### config.mk
export PLATFORM = sky130hd
export DESIGN_NAME = audio_level_meter_ballistics_flat
export DESIGN_NICKNAME = d
export VERILOG_FILES = /design/src/rtl/alm_pkg.sv /design/src/rtl/alm_channels_if.sv /design/src/rtl/audio_level_meter_ballistics.sv /design/src/flat_wrapper.sv
export SDC_FILE = /design/constraint.sdc
export NUM_CORES = 2
export LEC_CHECK = 0
export BUFFER_PORTS_ARGS = -buffer_cell sky130_fd_sc_hd__clkbuf_2
export CAP_MARGIN = 40
export CORE_MARGIN = 5
export CORE_UTILIZATION = 44
export CTS_BUF_LIST = sky130_fd_sc_hd__clkbuf_8
export CTS_CLUSTER_DIAMETER = 60
export CTS_CLUSTER_SIZE = 14
export DETAILED_ROUTE_END_ITERATION = 10
export HOLD_SLACK_MARGIN = 0.12
export MAX_ROUTING_LAYER = met4
export SLEW_MARGIN = 20
export SYNTH_ARGS = -nofsm -noshare
export SYNTH_HDL_FRONTEND = slang
export SYNTH_SLANG_ARGS = --single-unit
### constraint.sdc
create_clock -name clock -period 24.7 [get_ports clock]
set_input_delay 2.47 -clock clock [delete_from_list [all_inputs] [get_ports clock]]
set_output_delay 2.47 -clock clock [all_outputs]
set_load 0.01 [all_outputs]
### src/rtl/alm_pkg.sv
// Shared types and constants for the audio level meter ballistics block.
// No dependencies; imported by the channel interfaces and the top level.
package alm_pkg;

   // Channel count and index widths
   localparam int CHANNELS  = 8;
   localparam int CH_IDX_W  = (CHANNELS > 1) ? $clog2(CHANNELS) : 1;
   localparam int CH_W      = 3;

   // Field widths
   localparam int DB_W      = 16;
   localparam int LVL_W     = 24;
   localparam int TIME_W    = 32;
   localparam int RATE_W    = 16;
   localparam int ELAPSED_W = 8;

   // Configuration port
   localparam int CSR_IDX_W  = 3;
   localparam int CSR_DATA_W = 24;

   localparam logic [CSR_IDX_W-1:0] CSR_FLOOR_DB         = 3'd0;
   localparam logic [CSR_IDX_W-1:0] CSR_RELEASE_RATE     = 3'd1;
   localparam logic [CSR_IDX_W-1:0] CSR_HOLD_FALL_RATE   = 3'd2;
   localparam logic [CSR_IDX_W-1:0] CSR_HOLD_TIME_MS     = 3'd3;
   localparam logic [CSR_IDX_W-1:0] CSR_SILENCE_LEVEL    = 3'd4;
   localparam logic [CSR_IDX_W-1:0] CSR_CHANGE_THRESHOLD = 3'd5;

   // Register reset values
   localparam logic signed [DB_W-1:0] FLOOR_RESET          = -16'sd15360;
   localparam logic [RATE_W-1:0]      RELEASE_RATE_RESET   = 16'd6656;
   localparam logic [RATE_W-1:0]      HOLD_FALL_RATE_RESET = 16'd6144;
   localparam logic [RATE_W-1:0]      HOLD_TIME_RESET      = 16'd1400;
   localparam logic [LVL_W-1:0]       SILENCE_RESET        = 24'd1;
   localparam logic [RATE_W-1:0]      CHANGE_THR_RESET     = 16'd26;

   // Shared multiplier operand width and product width
   localparam int MUL_W  = 25;
   localparam int PROD_W = 2 * MUL_W;

   // 20*log10(2) in Q16
   localparam logic [MUL_W-1:0] LOG_K = 25'd394566;

   // floor(x/1000) = (x * RECIP_1000) >> RECIP_SHIFT, exact for x < 2^24
   localparam logic [MUL_W-1:0] RECIP_1000  = 25'd17179870;
   localparam int               RECIP_SHIFT = 34;
   localparam logic [LVL_W-1:0] HALF_MS_RND = 24'd500;

   localparam logic [ELAPSED_W-1:0] MAX_ELAPSED = 8'd250;

   // Sequencer step counts
   localparam int NORM_STEPS  = 5;
   localparam int SQR_ROUNDS  = 16;
   localparam int DECAY_STEPS = 4;
   localparam int STEP_W      = 4;

   // Decay amount width: at most 65535*250/1000 rounded
   localparam int DEC_W = 15;

   typedef struct packed {
      logic [CH_W-1:0]   channel;
      logic              frame_start;
      logic [TIME_W-1:0] now_ms;
      logic [LVL_W-1:0]  level_linear;
   } req_payload_type;

   typedef struct packed {
      logic [CH_W-1:0]        out_channel;
      logic signed [DB_W-1:0] fast_db;
      logic signed [DB_W-1:0] slow_db;
      logic signed [DB_W-1:0] hold_db;
      logic                   changed;
   } rsp_payload_type;

endpackage

### src/rtl/alm_channels_if.sv
// Valid/ready channel interfaces for level beats in and meter beats out.
// Depends on alm_pkg for the payload types.
interface alm_req_if;
   import alm_pkg::*;

   logic            valid;
   logic            ready;
   req_payload_type data;

   modport source (output valid, output data, input ready);
   modport sink   (input valid, input data, output ready);
endinterface

interface alm_rsp_if;
   import alm_pkg::*;

   logic            valid;
   logic            ready;
   rsp_payload_type data;

   modport source (output valid, output data, input ready);
   modport sink   (input valid, input data, output ready);
endinterface

### src/rtl/audio_level_meter_ballistics.sv
// Peak meter ballistics: dB conversion, slow bar release and peak hold per channel.
// Depends on alm_pkg and the channel interfaces in alm_channels_if.sv.
// An accepted beat runs the normalise, squaring loop, magnitude, scale, round, decay and
//   update steps; a silent level goes straight to decay and update. One beat is in work
//   at a time, as the steps share the 25x25 multiplier: 16 squaring rounds of the log2
//   loop, one scale, four decay. The update step waits until the result register is free.
// Reset (synchronous, active high) restores register defaults, sets all channel
//   levels to the default floor and clears timestamps; the block is ready at once.
module audio_level_meter_ballistics (
   input  logic                             clock,
   input  logic                             reset,
   alm_req_if.sink                          req_bus,
   alm_rsp_if.source                        rsp_bus,
   input  logic                             csr_we,
   input  logic [alm_pkg::CSR_IDX_W-1:0]    csr_index,
   input  logic [alm_pkg::CSR_DATA_W-1:0]   csr_wdata
);
   import alm_pkg::*;

   localparam logic [2:0] S_IDLE  = 3'd0;
   localparam logic [2:0] S_NORM  = 3'd1;
   localparam logic [2:0] S_SQR   = 3'd2;
   localparam logic [2:0] S_MAG   = 3'd3;
   localparam logic [2:0] S_LOGK  = 3'd4;
   localparam logic [2:0] S_LOGR  = 3'd5;
   localparam logic [2:0] S_DECAY = 3'd6;
   localparam logic [2:0] S_UPD   = 3'd7;

   // Configuration registers
   logic signed [DB_W-1:0] floor_db_ff;
   logic [RATE_W-1:0]      release_rate_ff;
   logic [RATE_W-1:0]      hold_fall_rate_ff;
   logic [RATE_W-1:0]      hold_time_ff;
   logic [LVL_W-1:0]       silence_ff;
   logic [RATE_W-1:0]      change_thr_ff;

   // Per-channel state
   logic signed [DB_W-1:0] fast_ff  [CHANNELS];
   logic signed [DB_W-1:0] slow_ff  [CHANNELS];
   logic signed [DB_W-1:0] hold_ff  [CHANNELS];
   logic [TIME_W-1:0]      stamp_ff [CHANNELS];
   logic [TIME_W-1:0]      last_time_ff;
   logic [ELAPSED_W-1:0]   elapsed_ff;

   // Sequencer
   logic [2:0]        state_ff, state_in;
   logic [STEP_W-1:0] step_ff, step_in;

   // Working registers for the beat in flight
   logic [CH_W-1:0]        ch_ff;
   logic [TIME_W-1:0]      now_ff;
   logic [LVL_W-1:0]       m_ff;
   logic [4:0]             p_ff;
   logic [15:0]            frac_ff;
   logic                   neg_ff;
   logic [20:0]            mag_ff;
   logic [PROD_W-1:0]      prod_ff;
   logic signed [DB_W-1:0] db_ff;
   logic [LVL_W-1:0]       x_ff;
   logic [DEC_W-1:0]       dec_rel_ff;
   logic [DEC_W-1:0]       dec_hold_ff;

   // Output register
   logic            rsp_valid_ff;
   rsp_payload_type rsp_data_ff;

   logic accept, in_range, silent, out_free;
   logic [TIME_W-1:0]    time_diff;
   logic [ELAPSED_W-1:0] elapsed_new;

   logic [MUL_W-1:0]  mul_a, mul_b;
   logic [PROD_W-1:0] prod;
   logic [25:0]       sq;

   logic signed [5:0]  exp_s;
   logic signed [21:0] v_s;
   logic [17:0]        round_sum;

   logic [CH_IDX_W-1:0]    idx;
   logic signed [DB_W-1:0] fast_old, slow_old, hold_old;
   logic signed [DB_W:0]   fdiff, slow_fell, hold_fell;
   logic [DB_W:0]          fdiff_abs;
   logic signed [DB_W-1:0] slow_lo, slow_new, hold_new;
   logic                   slow_attack, hold_set, hold_expired;
   logic [TIME_W-1:0]      hold_age;
   logic                   changed;

   assign accept   = req_bus.valid && req_bus.ready;
   assign in_range = 32'(req_bus.data.channel) < 32'(CHANNELS);
   assign silent   = req_bus.data.level_linear <= silence_ff;
   assign out_free = !rsp_valid_ff || rsp_bus.ready;

   assign req_bus.ready = (state_ff == S_IDLE);
   assign rsp_bus.valid = rsp_valid_ff;
   assign rsp_bus.data  = rsp_data_ff;

   // Elapsed time since the last frame start, clamped to MAX_ELAPSED; backwards time gives zero
   always_comb begin
      time_diff = req_bus.data.now_ms - last_time_ff;
      if (time_diff[TIME_W-1]) begin
         elapsed_new = '0;
      end else if (time_diff > 32'(MAX_ELAPSED)) begin
         elapsed_new = MAX_ELAPSED;
      end else begin
         elapsed_new = time_diff[ELAPSED_W-1:0];
      end
   end

   // Shared multiplier operand select
   always_comb begin
      mul_a = '0;
      mul_b = '0;
      case (state_ff)
         S_SQR: begin
            mul_a = MUL_W'(m_ff);
            mul_b = MUL_W'(m_ff);
         end
         S_LOGK: begin
            mul_a = MUL_W'(mag_ff);
            mul_b = LOG_K;
         end
         S_DECAY: begin
            case (step_ff[1:0])
               2'd0: begin
                  mul_a = MUL_W'(release_rate_ff);
                  mul_b = MUL_W'(elapsed_ff);
               end
               2'd2: begin
                  mul_a = MUL_W'(hold_fall_rate_ff);
                  mul_b = MUL_W'(elapsed_ff);
               end
               default: begin
                  mul_a = MUL_W'(x_ff);
                  mul_b = RECIP_1000;
               end
            endcase
         end
         default: begin
            mul_a = '0;
            mul_b = '0;
         end
      endcase
   end

   assign prod = mul_a * mul_b;
   assign sq   = prod[48:23];

   // Signed log2 in Q16 and rounding of the scaled product
   assign exp_s     = $signed({1'b0, p_ff}) - 6'sd23;
   assign v_s       = $signed({exp_s, frac_ff});
   assign round_sum = prod_ff[41:24] + 18'(prod_ff[23]);

   // Meter update for the channel in flight
   always_comb begin
      idx      = CH_IDX_W'(ch_ff);
      fast_old = fast_ff[idx];
      slow_old = slow_ff[idx];
      hold_old = hold_ff[idx];

      fdiff     = $signed({db_ff[DB_W-1], db_ff}) - $signed({fast_old[DB_W-1], fast_old});
      fdiff_abs = fdiff[DB_W] ? 17'(-fdiff) : 17'(fdiff);

      slow_attack = db_ff >= slow_old;
      slow_fell   = $signed({slow_old[DB_W-1], slow_old}) - $signed({2'b00, dec_rel_ff});
      slow_lo     = (db_ff > floor_db_ff) ? db_ff : floor_db_ff;
      slow_new    = slow_attack ? db_ff
                  : (slow_fell > $signed({slow_lo[DB_W-1], slow_lo})) ? slow_fell[DB_W-1:0]
                  : slow_lo;

      hold_set     = db_ff >= hold_old;
      hold_age     = now_ff - stamp_ff[idx];
      hold_expired = hold_age > 32'(hold_time_ff);
      hold_fell    = $signed({hold_old[DB_W-1], hold_old}) - $signed({2'b00, dec_hold_ff});
      if (hold_set) begin
         hold_new = db_ff;
      end else if (!hold_expired) begin
         hold_new = hold_old;
      end else if (hold_fell > $signed({floor_db_ff[DB_W-1], floor_db_ff})) begin
         hold_new = hold_fell[DB_W-1:0];
      end else begin
         hold_new = floor_db_ff;
      end

      changed = (fdiff_abs > {1'b0, change_thr_ff}) || !slow_attack || hold_set
             || hold_expired;
   end

   // Next state
   always_comb begin
      state_in = state_ff;
      step_in  = step_ff;
      unique case (state_ff)
         S_IDLE: begin
            step_in = '0;
            if (accept && in_range) begin
               state_in = silent ? S_DECAY : S_NORM;
            end
         end
         S_NORM: begin
            if (step_ff == STEP_W'(NORM_STEPS - 1)) begin
               state_in = S_SQR;
               step_in  = '0;
            end else begin
               step_in = step_ff + 1'b1;
            end
         end
         S_SQR: begin
            if (step_ff == STEP_W'(SQR_ROUNDS - 1)) begin
               state_in = S_MAG;
               step_in  = '0;
            end else begin
               step_in = step_ff + 1'b1;
            end
         end
         S_MAG:  state_in = S_LOGK;
         S_LOGK: state_in = S_LOGR;
         S_LOGR: begin
            state_in = S_DECAY;
            step_in  = '0;
         end
         S_DECAY: begin
            if (step_ff == STEP_W'(DECAY_STEPS - 1)) begin
               state_in = S_UPD;
               step_in  = '0;
            end else begin
               step_in = step_ff + 1'b1;
            end
         end
         S_UPD: begin
            if (out_free) begin
               state_in = S_IDLE;
            end
         end
         default: state_in = S_IDLE;
      endcase
   end

   // Sequencer and configuration registers
   always_ff @(posedge clock) begin
      if (reset) begin
         state_ff          <= S_IDLE;
         step_ff           <= '0;
         floor_db_ff       <= FLOOR_RESET;
         release_rate_ff   <= RELEASE_RATE_RESET;
         hold_fall_rate_ff <= HOLD_FALL_RATE_RESET;
         hold_time_ff      <= HOLD_TIME_RESET;
         silence_ff        <= SILENCE_RESET;
         change_thr_ff     <= CHANGE_THR_RESET;
      end else begin
         state_ff <= state_in;
         step_ff  <= step_in;
         if (csr_we) begin
            unique case (csr_index)
               CSR_FLOOR_DB:         floor_db_ff       <= csr_wdata[DB_W-1:0];
               CSR_RELEASE_RATE:     release_rate_ff   <= csr_wdata[RATE_W-1:0];
               CSR_HOLD_FALL_RATE:   hold_fall_rate_ff <= csr_wdata[RATE_W-1:0];
               CSR_HOLD_TIME_MS:     hold_time_ff      <= csr_wdata[RATE_W-1:0];
               CSR_SILENCE_LEVEL:    silence_ff        <= csr_wdata[LVL_W-1:0];
               CSR_CHANGE_THRESHOLD: change_thr_ff     <= csr_wdata[RATE_W-1:0];
               default: ;
            endcase
         end
      end
   end

   // Frame timing: latch the timestamp and elapsed time on a frame start
   always_ff @(posedge clock) begin
      if (reset) begin
         last_time_ff <= '0;
         elapsed_ff   <= '0;
      end else if (accept && req_bus.data.frame_start) begin
         last_time_ff <= req_bus.data.now_ms;
         elapsed_ff   <= elapsed_new;
      end
   end

   // Datapath for the beat in flight
   always_ff @(posedge clock) begin
      case (state_ff)
         S_IDLE: begin
            ch_ff   <= req_bus.data.channel;
            now_ff  <= req_bus.data.now_ms;
            m_ff    <= req_bus.data.level_linear;
            p_ff    <= 5'd23;
            frac_ff <= '0;
            db_ff   <= floor_db_ff;
         end
         // Normalise by a binary search on leading zeros
         S_NORM: begin
            case (step_ff[2:0])
               3'd0: if (m_ff[23:8] == '0) begin
                  m_ff <= m_ff << 16;
                  p_ff <= p_ff - 5'd16;
               end
               3'd1: if (m_ff[23:16] == '0) begin
                  m_ff <= m_ff << 8;
                  p_ff <= p_ff - 5'd8;
               end
               3'd2: if (m_ff[23:20] == '0) begin
                  m_ff <= m_ff << 4;
                  p_ff <= p_ff - 5'd4;
               end
               3'd3: if (m_ff[23:22] == '0) begin
                  m_ff <= m_ff << 2;
                  p_ff <= p_ff - 5'd2;
               end
               default: if (!m_ff[23]) begin
                  m_ff <= m_ff << 1;
                  p_ff <= p_ff - 5'd1;
               end
            endcase
         end
         // One fraction bit per squaring round
         S_SQR: begin
            if (sq[24]) begin
               m_ff    <= sq[24:1];
               frac_ff <= {frac_ff[14:0], 1'b1};
            end else begin
               m_ff    <= sq[23:0];
               frac_ff <= {frac_ff[14:0], 1'b0};
            end
         end
         S_MAG: begin
            neg_ff <= v_s < 0;
            mag_ff <= (v_s < 0) ? 21'(-v_s) : 21'(v_s);
         end
         S_LOGK: prod_ff <= prod;
         // Round half away from zero, saturate the negative end
         S_LOGR: begin
            if (!neg_ff) begin
               db_ff <= DB_W'(round_sum);
            end else if (round_sum > 18'd32768) begin
               db_ff <= -16'sd32768;
            end else begin
               db_ff <= DB_W'(-round_sum);
            end
         end
         S_DECAY: begin
            case (step_ff[1:0])
               2'd0:    x_ff        <= prod[LVL_W-1:0] + HALF_MS_RND;
               2'd1:    dec_rel_ff  <= prod[RECIP_SHIFT +: DEC_W];
               2'd2:    x_ff        <= prod[LVL_W-1:0] + HALF_MS_RND;
               default: dec_hold_ff <= prod[RECIP_SHIFT +: DEC_W];
            endcase
         end
         default: ;
      endcase
   end

   // Channel stores: commit when the result beat is loaded
   always_ff @(posedge clock) begin
      if (reset) begin
         for (int i = 0; i < CHANNELS; i++) begin
            fast_ff[i]  <= FLOOR_RESET;
            slow_ff[i]  <= FLOOR_RESET;
            hold_ff[i]  <= FLOOR_RESET;
            stamp_ff[i] <= '0;
         end
      end else if (state_ff == S_UPD && out_free) begin
         fast_ff[idx] <= db_ff;
         slow_ff[idx] <= slow_new;
         hold_ff[idx] <= hold_new;
         if (hold_set) begin
            stamp_ff[idx] <= now_ff;
         end
      end
   end

   // Result register: load when free, drop once taken
   always_ff @(posedge clock) begin
      if (reset) begin
         rsp_valid_ff <= 1'b0;
      end else if (state_ff == S_UPD && out_free) begin
         rsp_valid_ff <= 1'b1;
      end else if (rsp_bus.ready) begin
         rsp_valid_ff <= 1'b0;
      end
   end

   always_ff @(posedge clock) begin
      if (state_ff == S_UPD && out_free) begin
         rsp_data_ff.out_channel <= ch_ff;
         rsp_data_ff.fast_db     <= db_ff;
         rsp_data_ff.slow_db     <= slow_new;
         rsp_data_ff.hold_db     <= hold_new;
         rsp_data_ff.changed     <= changed;
      end
   end

`ifndef SYNTH
   // The squaring loop keeps the mantissa normalised
   a_norm_kept: assert property (@(posedge clock) disable iff (reset)
      (state_ff == S_SQR || state_ff == S_MAG) |-> m_ff[LVL_W-1])
      else $error("mantissa lost normalisation in log loop");

   // The loop leaves only after its last round
   a_sqr_rounds: assert property (@(posedge clock) disable iff (reset)
      (state_ff == S_SQR && state_in != S_SQR) |-> step_ff == STEP_W'(SQR_ROUNDS - 1))
      else $error("log loop left early");

   // A result beat appears only from the update step
   a_rsp_source: assert property (@(posedge clock) disable iff (reset)
      $rose(rsp_valid_ff) |-> $past(state_ff) == S_UPD)
      else $error("result raised outside update");

   // Elapsed time stays clamped
   a_elapsed_clamp: assert property (@(posedge clock) disable iff (reset)
      elapsed_ff <= MAX_ELAPSED)
      else $error("elapsed time beyond clamp");
`endif

endmodule

### src/flat_wrapper.sv
// flat-port wrapper written by rule: the top's interface ports become plain ports
module audio_level_meter_ballistics_flat import alm_pkg::*;
  (clock, reset, csr_we, csr_index, csr_wdata, req_bus_valid, req_bus_data, req_bus_ready, rsp_bus_valid, rsp_bus_data, rsp_bus_ready);
  alm_req_if req_bus_i ();
  alm_rsp_if rsp_bus_i ();
  input  logic clock;
  input  logic reset;
  input  logic csr_we;
  input  logic [alm_pkg::CSR_IDX_W-1:0] csr_index;
  input  logic [alm_pkg::CSR_DATA_W-1:0] csr_wdata;
  input wire logic [$bits(req_bus_i.valid)-1:0] req_bus_valid;
  input wire logic [$bits(req_bus_i.data)-1:0] req_bus_data;
  output wire logic [$bits(req_bus_i.ready)-1:0] req_bus_ready;
  output wire logic [$bits(rsp_bus_i.valid)-1:0] rsp_bus_valid;
  output wire logic [$bits(rsp_bus_i.data)-1:0] rsp_bus_data;
  input wire logic [$bits(rsp_bus_i.ready)-1:0] rsp_bus_ready;
  assign req_bus_i.valid = req_bus_valid;
  assign req_bus_i.data = req_bus_data;
  assign req_bus_ready = req_bus_i.ready;
  assign rsp_bus_valid = rsp_bus_i.valid;
  assign rsp_bus_data = rsp_bus_i.data;
  assign rsp_bus_i.ready = rsp_bus_ready;
  audio_level_meter_ballistics u_core (.clock(clock), .reset(reset), .req_bus(req_bus_i), .rsp_bus(rsp_bus_i), .csr_we(csr_we), .csr_index(csr_index), .csr_wdata(csr_wdata));
endmodule
==> results by group <==
Outcome
  • Status: finished, final reports clean

Route
  • Post-Route WL: 256,000 um
  • DRC: 0
  • Post-DRT Antenna Nets: 0
  • Routed len/inst: 26.3 um
  • DR vias: 56,800
  • Met1 WL: 101,000 um
  • WL met2: ~120,000 um
  • DR top layer: met4
  • WL met3: 18,900 um
  • DR pass1 iterations: 9
  • Vias/cell: ~5.8
  • Initial drt markers: ~6,200

Min path
  • Worst Hold Class: reg -> reg

Synthesis
  • Syn Std Cell Area: 75,600 um2
  • Mapped Nets: about 8,400
  • Main synth FF type: edfxtp_1
  • Synth cell count leaders: inv_1 (927), edfxtp_1 (883), nand2_1 (824), nor2_1 (664), fa_1 (509)
  • Seq cells post-synth: 1,038
  • Ys async rst share: 0%
  • Area leader, netlist: edfxtp_1
  • Yosys cell types: 101
  • Ys Warns: 0
  • Syn Area/Cell: roughly 10 um2
  • Sequential element share of the synthesized area: 39.2%
  • Area share of the largest cell type after synthesis: a little over a third
  • Post-synth EDFFs: 883
  • Post-Syn Instances: approximately 7,300
  • Largest cells by area after synthesis: edfxtp_1 (35%), fa_1 (13%), ha_1 (7.3%)
  • Most frequent cell after synthesis: inv_1

Critical path
  • Critical path required time: 25,330 ps
  • CP dominant cell by count: fa_1
  • Crit path launch type: flip-flop
  • Crit path kind: reg -> reg
  • Worst-path fanout max: 32
  • Worst stage delay on the critical path: 720 ps
  • Crit path arrival time: 11,900 ps
  • CP max stage cell: a211oi_1
  • Crit path capture type: flip-flop

Clock network
  • Clk pin slew, worst setup/hold paths: 90 ps
  • Hold Buf Count CTS: 0
  • CTS max path bufs: 3
  • Root Buffer Master: clkbuf_8
  • Clk Latency, worst-skew pair: roughly 880 ps
  • Post-CTS sizing: 0
  • H-tree depth reported by CTS: 3
  • Post-CTS Repair Setup Buffers: 0
  • Num CTS Buffers: 100
  • Clock sinks: 1,038
  • CTS tree: done

Floorplan
  • Row count: ~150
  • Core Area: roughly 170,000 um2
  • Ports: 146
  • Starting Density: ~44%
  • Die width: 425 um
  • Die area: 180,000 um2
  • Die height: 425 um

Cells and area
  • Utilization after layout: approximately 48%
  • Final cell count without fillers: 9,726
  • Nets: 8,370
  • Layout area overhead: 7.65%
  • Fin area: 81,400 um2
  • Layout cell share with drive strength beyond 1: 10.6%

STA
  • Final hold violation count: 0
  • Slew Limit Fails: 0
  • Hold WS: 454 ps
  • Final setup vio count: 0
  • RSZ-0062 raised after global routing: false
  • Max_slew headroom: 34.0%
  • Worst-Margin Slew: approximately 1000 ps
  • Tmin final: 11,270 ps
  • Period utilization: 45.6%
  • Fmax: 88.7 MHz
  • TNS Setup: 0 ps
  • Setup Skew: 70.6 ps

Power
  • Max VDD drop: 0.119 mV
  • P_leak: ~35 nW
  • Pwr/cell area: 77.6 nW/um2

Placed design
  • Port bufs: 145
  • Cells after DPL: approximately 9,500
  • Placed instance area: 79,300 um2
  • Detail Placement HPWL: 184,000 um
  • Placer Congestion: 0.980

Global routing
  • Congestion Overflow GR: 0
  • Pin count of the biggest net entering global routing: 257
  • Initial antenna violation count: 22
  • Vias in the first global route: around 57,000
  • Gr usage total: 28.8%
  • First-pass GRT wire length: 376,000 um

Flow run
  • MaxCap Viol Count: 0
[cells in the final DEF, fill, tap and decap left out, types with 144 or more instances in the layout]
cell type,Yosys,layout
mux4_2,160,160
nand2_1,824,824
and3_1,374,369
nor2_1,664,657
ha_1,442,442
edfxtp_1,883,883
clkbuf_2,0,144
a21oi_1,345,342
fa_1,509,509
buf_4,2,158
dfxtp_1,155,152
inv_1,927,962
[worst paths after layout]
check / cells past startpoint / from / to / slack (ps)
min: 2 / u_core.last_time_ff[10]$_SDFFE_PP0P_ / u_core.last_time_ff[10]$_SDFFE_PP0P_ / 450
max: 31 / u_core.state_ff[1]$_SDFFE_PP0P_ / u_core.m_ff[17]$_DFFE_PP_ / 13430
max reg2reg: 31 / u_core.state_ff[1]$_SDFFE_PP0P_ / u_core.m_ff[17]$_DFFE_PP_ / 13430
min reg2reg: 2 / u_core.last_time_ff[10]$_SDFFE_PP0P_ / u_core.last_time_ff[10]$_SDFFE_PP0P_ / 450
[state kept, by name, summed over array words and instances, names as in the netlist, 4 cells and up, named ones only]
register / count
u_core.dec_hold_ff: 15
u_core.floor_db_ff: 16
u_core.silence_ff: 24
u_core.m_ff: 24
u_core.x_ff: 24
u_core.hold_time_ff: 16
u_core.frac_ff: 16
u_core.elapsed_ff: 8
u_core.stamp_ff: 256
u_core.hold_fall_rate_ff: 16
u_core.p_ff: 5
u_core.dec_rel_ff: 15
u_core.now_ff: 32
u_core.hold_ff: 128
u_core.mag_ff: 21
u_core.prod_ff: 19
u_core.release_rate_ff: 16
u_core.step_ff: 4
u_core.db_ff: 16
u_core.change_thr_ff: 16
u_core.fast_ff: 128
u_core.rsp_bus.data: 52
u_core.last_time_ff: 32
u_core.slow_ff: 128
[final cells by class]
class                   instances  area, um2
fillers                     15900      90000
multi-input cells            4912      40900
flip-flops and latches       1038      29600
inverters                     942       3540
well taps                    2310       2890
repair buffers                333       2430
clock buffers                 104       1430
clock inverters                72        524
diodes                         15       37.5
[critical path, delay by kind of cell, from the launching register on]
kind | cells | cell delay [ps]
flops | 1 | 620
xor+xnor | 1 | 610
simple gates | 11 | 2960
fa+ha+maj | 8 | 3940
compound gates | 4 | 1230
buf+inv | 7 | 1650
[per-stage QoR]
step,power (W),setup WS [ps]
CTS,0.00629,13570
global route,0.00667,13090
global placement,0.00511,13700
floorplan,0.00424,14980
finish,0.00632,13430
detailed placement,0.00520,13710
[cell families after synthesis]
kind of cell	after synthesis	synth area share, %
buffers and inverters	1382	6.95
AND/OR/NAND/NOR	2440	15.2
XOR/XNOR	189	2.19
adder cells (fa/ha/maj)	951	20.8
AO/OA/AOI/OAI	1021	8.89
flip-flops	1038	39.2
multiplexers	311	6.81
[where the power goes]
group	internal, W	switching (W)	leakage, nW
clock	0.000422	0.000667	1.11
sequential	0.00205	0.000144	9.94
combinational	0.00108	0.00196	23.9
total	0.00355	0.00277	34.9
[layer usage]
metal  global-route usage (%)  up-vias
met5                        -        -
met2                     46.0     2547
met4                     14.9        0
met3                     3.41      632
met1                     36.4    28500
li1                         -    25100
No activity file was read; power rests on OpenSTA's default activity.
